$ cat config.mk
export PLATFORM = sky130hd
export DESIGN_NAME = nth_prime_in_progression
export DESIGN_NICKNAME = d
export VERILOG_FILES = /design/src/npp_pkg.sv /design/src/nth_prime_in_progression.sv /design/src/npp_divider.sv /design/src/npp_datapath.sv /design/src/npp_controller.sv
export SDC_FILE = /design/constraint.sdc
export NUM_CORES = 1
export LEC_CHECK = 0
export BUFFER_PORTS_ARGS = -buffer_cell sky130_fd_sc_hd__buf_2
export CORE_ASPECT_RATIO = 1.75
export CORE_MARGIN = 5
export CORE_UTILIZATION = 50
export DETAILED_ROUTE_END_ITERATION = 8
export GPL_TIMING_DRIVEN = 0
export PLACE_DENSITY = 0.79
export SLEW_MARGIN = 20
export SYNTH_ARGS = -nofsm -noshare
export SYNTH_HDL_FRONTEND = slang
export SYNTH_SLANG_ARGS = --single-unit
$ cat constraint.sdc
create_clock -name clk -period 2.8 [get_ports clk]
set_clock_uncertainty 0.15 [all_clocks]
set_input_delay 0.56 -clock clk [delete_from_list [all_inputs] [get_ports clk]]
set_output_delay 0.56 -clock clk [all_outputs]
set_load 0.01 [all_outputs]
$ cat src/npp_pkg.sv
// ----------------------------------------------------------------------------
// npp_pkg: shared types and constants
// Command and status groups between controller and datapath, reset values.
// ----------------------------------------------------------------------------
package npp_pkg;

  localparam int VALUE_BITS_DEF = 20;
  localparam int INDEX_BITS     = 16;
  localparam logic [31:0] LIMIT_RESET = 32'd1000000;

  // controller -> datapath
  typedef struct packed {
    logic load_item;    // capture a new input beat
    logic init_div;     // first odd divisor, d = 3
    logic next_div;     // advance to the next odd divisor
    logic div_start;    // kick the remainder unit
    logic count_inc;    // one more prime seen
    logic step_term;    // move on to the next term
    logic load_result;  // write the output register
    logic result_found; // flag written with the result
  } cmd_t;

  // datapath -> controller
  typedef struct packed {
    logic want_zero;
    logic term_ge_limit;
    logic term_lt2;
    logic term_lt4;
    logic term_even;
    logic sq_gt_term;
    logic div_done;
    logic rem_zero;
    logic count_hit;
    logic step_zero;
  } status_t;

endpackage

$ cat src/nth_prime_in_progression.sv
// Search time is data dependent; each odd term from 5 up runs the remainder unit
//   once per odd trial divisor d with d*d <= term, up to the first zero remainder.
// Throughput: one beat at a time; the iterative remainder unit sets the pace.
// A finished result sits in the output register, so the next beat may be taken
//   while it waits. Reset (rst, synchronous) empties the block and sets the
//   search limit to 1000000, truncated to VALUE_BITS.
// ----------------------------------------------------------------------------
// nth_prime_in_progression: n-th prime of an arithmetic progression
// Walks start, start+step, ... below the search limit and tests each term by
// trial division; returns the term where the n-th prime is found.
// ----------------------------------------------------------------------------
module nth_prime_in_progression #(
  parameter int VALUE_BITS = npp_pkg::VALUE_BITS_DEF
) (
  input  logic                           clk,
  input  logic                           rst,
  // search limit register
  input  logic                           search_limit_we,
  input  logic [VALUE_BITS-1:0]          search_limit_data,
  // input channel
  input  logic                           in_valid,
  output logic                           in_ready,
  input  logic [VALUE_BITS-1:0]          start_value,
  input  logic [VALUE_BITS-1:0]          step_value,
  input  logic [npp_pkg::INDEX_BITS-1:0] prime_index,
  // result channel
  output logic                           out_valid,
  input  logic                           out_ready,
  output logic                           prime_found,
  output logic [VALUE_BITS-1:0]          prime_value
);

  // command / status between sequencer and datapath
  npp_pkg::cmd_t    cmd;
  npp_pkg::status_t status;

  // sequencer: term loop, divisor loop and both handshakes
  npp_controller u_ctrl (
    .clk      (clk),
    .rst      (rst),
    .in_valid (in_valid),
    .in_ready (in_ready),
    .out_valid(out_valid),
    .out_ready(out_ready),
    .status   (status),
    .cmd      (cmd)
  );

  // datapath: limit, term, count, divisor, remainder unit, result register
  npp_datapath #(
    .VALUE_BITS(VALUE_BITS)
  ) u_dp (
    .clk        (clk),
    .rst        (rst),
    .limit_we   (search_limit_we),
    .limit_data (search_limit_data),
    .start_value(start_value),
    .step_value (step_value),
    .prime_index(prime_index),
    .cmd        (cmd),
    .status     (status),
    .prime_found(prime_found),
    .prime_value(prime_value)
  );

  // ---- assertions ----

  // one beat in flight: ready drops straight after an accept
  a_one_in_flight: assert property (@(posedge clk) disable iff (rst)
    (in_valid && in_ready) |=> !in_ready)
    else $error("input accepted while a search was running");

  // not found results carry a zero value
  a_zero_when_missing: assert property (@(posedge clk) disable iff (rst)
    (out_valid && !prime_found) |-> (prime_value == '0))
    else $error("non-zero value with prime_found low");

  // a found prime is at least 2
  a_found_is_prime_sized: assert property (@(posedge clk) disable iff (rst)
    (out_valid && prime_found) |-> (prime_value >= VALUE_BITS'(2)))
    else $error("found value below 2");

endmodule

$ cat src/npp_divider.sv
// ----------------------------------------------------------------------------
// npp_divider: iterative remainder unit
// Restoring division, one quotient bit per cycle; only the remainder is kept.
// ----------------------------------------------------------------------------
module npp_divider #(
  parameter int VALUE_BITS = npp_pkg::VALUE_BITS_DEF
) (
  input  logic                  clk,
  input  logic                  rst,
  input  logic                  start,
  input  logic [VALUE_BITS-1:0] dividend,
  input  logic [VALUE_BITS-1:0] divisor,
  output logic                  done,
  output logic [VALUE_BITS-1:0] remainder
);

  localparam int CntW = $clog2(VALUE_BITS + 1);

  logic                  busy;
  logic [CntW-1:0]       cnt;
  logic [VALUE_BITS-1:0] dvd;
  logic [VALUE_BITS-1:0] dvsr;
  logic [VALUE_BITS:0]   trial;
  logic [VALUE_BITS:0]   diff;

  assign trial = {remainder, dvd[VALUE_BITS-1]};
  assign diff  = trial - {1'b0, dvsr};

  always_ff @(posedge clk) begin
    if (rst) begin
      busy <= 1'b0;
      done <= 1'b0;
      cnt  <= '0;
    end else begin
      done <= 1'b0;
      if (start) begin
        busy <= 1'b1;
        cnt  <= CntW'(VALUE_BITS);
      end else if (busy) begin
        cnt <= cnt - CntW'(1);
        if (cnt == CntW'(1)) begin
          busy <= 1'b0;
          done <= 1'b1;
        end
      end
    end
  end

  always_ff @(posedge clk) begin
    if (start) begin
      dvd       <= dividend;
      dvsr      <= divisor;
      remainder <= '0;
    end else if (busy) begin
      dvd <= {dvd[VALUE_BITS-2:0], 1'b0};
      if (trial >= {1'b0, dvsr}) begin
        remainder <= diff[VALUE_BITS-1:0];
      end else begin
        remainder <= trial[VALUE_BITS-1:0];
      end
    end
  end

endmodule

$ cat src/npp_datapath.sv
// ----------------------------------------------------------------------------
// npp_datapath: term walk, divisor tracking and result register
// Holds the limit register, the current term, prime count and trial divisor.
// ----------------------------------------------------------------------------
module npp_datapath #(
  parameter int VALUE_BITS = npp_pkg::VALUE_BITS_DEF
) (
  input  logic                            clk,
  input  logic                            rst,
  input  logic                            limit_we,
  input  logic [VALUE_BITS-1:0]           limit_data,
  input  logic [VALUE_BITS-1:0]           start_value,
  input  logic [VALUE_BITS-1:0]           step_value,
  input  logic [npp_pkg::INDEX_BITS-1:0]  prime_index,
  input  npp_pkg::cmd_t                   cmd,
  output npp_pkg::status_t                status,
  output logic                            prime_found,
  output logic [VALUE_BITS-1:0]           prime_value
);

  localparam int IW = npp_pkg::INDEX_BITS;
  localparam logic [VALUE_BITS-1:0] LimitInit = npp_pkg::LIMIT_RESET[VALUE_BITS-1:0];

  logic [VALUE_BITS-1:0] limit;
  logic [VALUE_BITS:0]   term;   // one spare bit: term + step may pass the limit
  logic [VALUE_BITS-1:0] step;
  logic [IW-1:0]         want;
  logic [IW-1:0]         count;
  logic [VALUE_BITS-1:0] d;
  logic [VALUE_BITS+1:0] sq;     // d * d, kept incrementally
  logic                  div_done;
  logic [VALUE_BITS-1:0] rem;

  always_ff @(posedge clk) begin
    if (rst) begin
      limit <= LimitInit;
    end else if (limit_we) begin
      limit <= limit_data;
    end
  end

  always_ff @(posedge clk) begin
    if (cmd.load_item) begin
      term  <= {1'b0, start_value};
      step  <= step_value;
      want  <= prime_index;
      count <= '0;
    end else begin
      if (cmd.step_term) begin
        term <= term + {1'b0, step};
      end
      if (cmd.count_inc) begin
        count <= count + IW'(1);
      end
    end
    if (cmd.init_div) begin
      d  <= VALUE_BITS'(3);
      sq <= (VALUE_BITS+2)'(9);
    end else if (cmd.next_div) begin
      // (d+2)^2 = d^2 + 4d + 4
      d  <= d + VALUE_BITS'(2);
      sq <= sq + {d, 2'b00} + (VALUE_BITS+2)'(4);
    end
    if (cmd.load_result) begin
      prime_found <= cmd.result_found;
      prime_value <= cmd.result_found ? term[VALUE_BITS-1:0] : '0;
    end
  end

  npp_divider #(
    .VALUE_BITS(VALUE_BITS)
  ) u_div (
    .clk      (clk),
    .rst      (rst),
    .start    (cmd.div_start),
    .dividend (term[VALUE_BITS-1:0]),
    .divisor  (d),
    .done     (div_done),
    .remainder(rem)
  );

  always_comb begin
    status.want_zero     = (want == '0);
    status.term_ge_limit = (term >= {1'b0, limit});
    status.term_lt2      = (term < (VALUE_BITS+1)'(2));
    status.term_lt4      = (term < (VALUE_BITS+1)'(4));
    status.term_even     = ~term[0];
    status.sq_gt_term    = (sq > {1'b0, term});
    status.div_done      = div_done;
    status.rem_zero      = (rem == '0);
    status.count_hit     = (IW'(count + IW'(1)) == want);
    status.step_zero     = (step == '0);
  end

endmodule

$ cat src/npp_controller.sv
// ----------------------------------------------------------------------------
// npp_controller: search sequencer
// Steps through terms and trial divisors, drives the handshakes.
// ----------------------------------------------------------------------------
module npp_controller (
  input  logic              clk,
  input  logic              rst,
  input  logic              in_valid,
  output logic              in_ready,
  output logic              out_valid,
  input  logic              out_ready,
  input  npp_pkg::status_t  status,
  output npp_pkg::cmd_t     cmd
);

  localparam logic [2:0] ST_IDLE  = 3'd0;
  localparam logic [2:0] ST_CHECK = 3'd1;
  localparam logic [2:0] ST_TEST  = 3'd2;
  localparam logic [2:0] ST_DIV   = 3'd3;
  localparam logic [2:0] ST_PRIME = 3'd4;
  localparam logic [2:0] ST_NEXT  = 3'd5;
  localparam logic [2:0] ST_DONE  = 3'd6;

  logic [2:0] state;
  logic [2:0] state_next;
  logic       found;
  logic       found_next;

  assign in_ready = (state == ST_IDLE);

  always_comb begin
    state_next = state;
    found_next = found;
    cmd        = '0;
    case (state)
      ST_IDLE: begin
        if (in_valid) begin
          cmd.load_item = 1'b1;
          found_next    = 1'b0;
          state_next    = ST_CHECK;
        end
      end
      ST_CHECK: begin
        if (status.want_zero || status.term_ge_limit) begin
          state_next = ST_DONE;
        end else if (status.term_lt2) begin
          state_next = ST_NEXT;
        end else if (status.term_lt4) begin
          state_next = ST_PRIME;
        end else if (status.term_even) begin
          state_next = ST_NEXT;
        end else begin
          cmd.init_div = 1'b1;
          state_next   = ST_TEST;
        end
      end
      ST_TEST: begin
        if (status.sq_gt_term) begin
          state_next = ST_PRIME;
        end else begin
          cmd.div_start = 1'b1;
          state_next    = ST_DIV;
        end
      end
      ST_DIV: begin
        if (status.div_done) begin
          if (status.rem_zero) begin
            state_next = ST_NEXT;
          end else begin
            cmd.next_div = 1'b1;
            state_next   = ST_TEST;
          end
        end
      end
      ST_PRIME: begin
        cmd.count_inc = 1'b1;
        if (status.count_hit) begin
          found_next = 1'b1;
          state_next = ST_DONE;
        end else begin
          state_next = ST_NEXT;
        end
      end
      ST_NEXT: begin
        if (status.step_zero) begin
          state_next = ST_DONE;
        end else begin
          cmd.step_term = 1'b1;
          state_next    = ST_CHECK;
        end
      end
      ST_DONE: begin
        // output register free, or its beat leaves this cycle
        if (!out_valid || out_ready) begin
          cmd.load_result  = 1'b1;
          cmd.result_found = found;
          state_next       = ST_IDLE;
        end
      end
      default: begin
        state_next = ST_IDLE;
      end
    endcase
  end

  always_ff @(posedge clk) begin
    if (rst) begin
      state     <= ST_IDLE;
      found     <= 1'b0;
      out_valid <= 1'b0;
    end else begin
      state <= state_next;
      found <= found_next;
      if (cmd.load_result) begin
        out_valid <= 1'b1;
      end else if (out_ready) begin
        out_valid <= 1'b0;
      end
    end
  end

endmodule
==> impl_results.md <==
* CP Cell Sequence: ha_2 > inv_2 > fa_2 > nor2b_2 > o31a_1 > or4_4 > a31oi_4 > o31ai_4 > a311oi_2 > xor2_1 > a21oi_1
* Max-cap violations at 0
* Yosys top cell area share at 0.265
* I/O Pins at 104
* CP endpoint kind: flip-flop
* Family with the most delay on the worst path: compound AO/OA/AOI/OAI gates
* Initial core utilization at 0.506
* H-tree levels at 1
* PwrDens at 1000 mW/mm^2
* Post-Place Worst Slack at -1.19 ns
* Count of pins over their slew limit at 0
* Root buf cell: clkbuf_16
* Latest clock arrival within the worst-skew pair at 0.52 ns
* Register area share after synthesis at 0.429
* Minimum clock period after layout at 2.98 ns
* Die ar. at 0.0297 sq mm
* ANT nets after route at 0
* Share of layout cells above drive strength 1 at 0.252
* Worst endpoint data arrival time at 3.08 ns
* Initial antenna violation count at 0
* Clock Tree Buf Depth at 3
* Final Hold Fails at 0
* Final setup margin at -0.177 ns
* Largest net degree at the start of global routing at 46
* Core area at 0.0260 sq mm
* Peak supply drop at 961 uV
* Synth cell types at 73
* Max-slew headroom at the worst pin at 0.316
* # port buffers at 102
* All-Layer GR Usage at 0.238
* # nets final at 1803
* Register bit total from synthesis at 223
* Via-to-Cell Ratio at 6.16
* Width of the die at 132 um
* Vias at 11900
* Area Growth Syn to Fin at 25.8%
* Row Count at 78
* Number of synthesized flops with an enable pin at 116
* CP max stage delay at 0.44 ns
* Synth Flop Type: edfxtp_1
* RSZ-0062 raised after global routing: true
* Die height at 224 um
* Top post-synthesis cells by area: edfxtp_1 (27%), dfxtp_1 (16%), ha_1 (11%)
* Synth area leader: edfxtp_1
* Vias in the first global route at 11500
* Synth Instances at 1389
* Fmax at 0.336 GHz
* RD Place Congestion at 0.928
* Hold bufs inserted after CTS at 0
* Drt wl/cell at 20.8 um
* First-pass GRT wire length at 57500 um
* Setup violators final at 41
* Dpl hpwl at 26400 um
* Antenna fix cells at 0
* Drt first pass iters at 7
* Worst Hold Class: input pin to flip-flop
* DRT iter0 DRCs at 947
* Crit-path slowest cell: or4_4
* Critical Path RT at 2.90 ns
* Fill cells at 1904
* Post-synth ARST share at 0
* Synth warn at 0
* DRC at 0
* Post-Route WL at 40200 um
* CTS sink cnt at 223
* TritonCTS Buffers at 22
* Failing checks: setup timing
* Total power at 0.0166 W
* Status: finished, violations left
* GRT overflow at 0
* Post-Syn Area at 0.0131 sq mm
* Clock transition at the registers of the reported paths at 0.07 ns
* CTS tree: built
* Crit Path Max Fanout at 3
* Pleak at 6.94 nW
* Setup crit start kind: flip-flop
* Final period utilization at 1.06
* Worst hold slack at 0.0621 ns
* Avg Cell Area, Syn at 9.45 sq um
* Most frequent cells in the layout: nand2_1 (116), edfxtp_1 (116), nor2_1 (111), buf_2 (103), ha_1 (84)
* Worst-margin pin slew at 1.02 ns
* Buf+Inv Stages, Crit Path at 1
* Syn nets at 1590
* Setup Crit Path Kind: flip-flop to flip-flop
## cell families after synthesis
group                      count (synthesis)  synth area share
buffers and inverters                    143            0.0416
xor gates and xnor gates                  89            0.0594
adders and majority gates                120             0.116
and+or+nand+nor                          463             0.176
AOI/OAI and AO/OA                        325             0.159
muxes                                     26            0.0198
DFF                                      223             0.429
## synth_stat cells, types with 5 or more instances
library cell,number
o21bai_1,9
ha_1,117
a31oi_1,5
xnor2_1,46
clkbuf_1,41
nand3b_1,5
a21o_1,24
inv_1,91
nand2_1,119
o211a_1,5
or2_2,6
dfxtp_1,107
a211oi_1,32
nand3_1,38
o211ai_1,14
a211o_1,5
nor2_1,117
nand2b_1,14
nor2b_1,12
nand4_1,17
nor3_1,29
o21ai_0,75
o31ai_1,10
xor2_1,43
a21oi_1,96
and3_1,28
mux2i_1,26
o21a_1,11
edfxtp_1,116
and2_1,9
or3_1,15
nor4_1,30
## metal layers
layer  part of all wire  global-route usage
met1               0.33               0.237
met2               0.52               0.453
met3              0.063              0.0313
met4              0.081               0.164
met5                  0                   0
## registers in the layout, indices dropped and copies added (netlist names)
signal,flops
u_dp.u_div.cnt,5
u_dp.u_div.dvd,20
u_dp.count,16
u_dp.u_div.busy,1
u_dp.u_div.dvsr,19
u_ctrl.found,1
u_dp.want,16
u_ctrl.state,3
u_dp.d,19
u_dp.sq,19
u_dp.u_div.done,1
u_ctrl.out_valid,1
u_dp.u_div.remainder,20
u_dp.prime_value,20
u_dp.limit,20
u_dp.step,20
u_dp.prime_found,1
u_dp.term,21
## worst paths after layout
kind | depth (start not counted) | to | from | slack, ns
setup / recovery | 11 | u_dp.term[18]$_DFFE_PP_ | u_dp.term[0]$_DFFE_PP_ | -0.18
setup reg to reg | 11 | u_dp.term[18]$_DFFE_PP_ | u_dp.term[0]$_DFFE_PP_ | -0.18
hold reg to reg | 1 | u_dp.sq[3]$_SDFFE_PP1P_ | u_dp.sq[3]$_SDFFE_PP1P_ | 0.33
hold / removal | 1 | u_dp.step[13]$_DFFE_PP_ | step_value[13] | 0.06
## where the power goes
group	switching [W]	internal (W)	total [W]
logic	0.00476	0.00363	0.00839
clock network	0.00131	0.00188	0.00319
registers	0.000616	0.00436	0.00498
## layout make-up
| type | instances | area [sq um] | area share |
|---|---|---|---|
| inverter | 93 | 354 | 0.0215 |
| clock inverter | 10 | 138 | 0.00834 |
| sequential | 223 | 5680 | 0.344 |
| multi-input combinational | 1027 | 7780 | 0.472 |
| timing repair inverter | 1 | 5.00 | 0.000303 |
| clock buffer | 30 | 633 | 0.0384 |
| timing repair buffer | 186 | 1220 | 0.0741 |
| buffer | 48 | 287 | 0.0174 |
| tap | 320 | 400 | 0.0243 |
## through the flow
step / instances / utilization / TNS, ns / area (sq um)
2_1_floorplan: 1389 / - / -0.00626 / 13200
3_3_place_gp: 1811 / 0.542 / -132.11 / 14100
3_5_place_dp: 1811 / 0.542 / -137.96 / 14100
4_1_cts: 1887 / 0.598 / -2.74 / 15500
5_1_grt: 1938 / 0.636 / -9.71 / 16500
6_report: 1938 / 0.636 / -1.82 / 16500
## what timing repair did
item | in CTS | in global routing
setup buffers | 36 | 45
pin swaps | 26 | 62
resized for setup | 93 | 175
cloned | 2 | 6
setup endpoints to repair | 203 | 172
No activity file was read; power rests on OpenSTA's default activity.
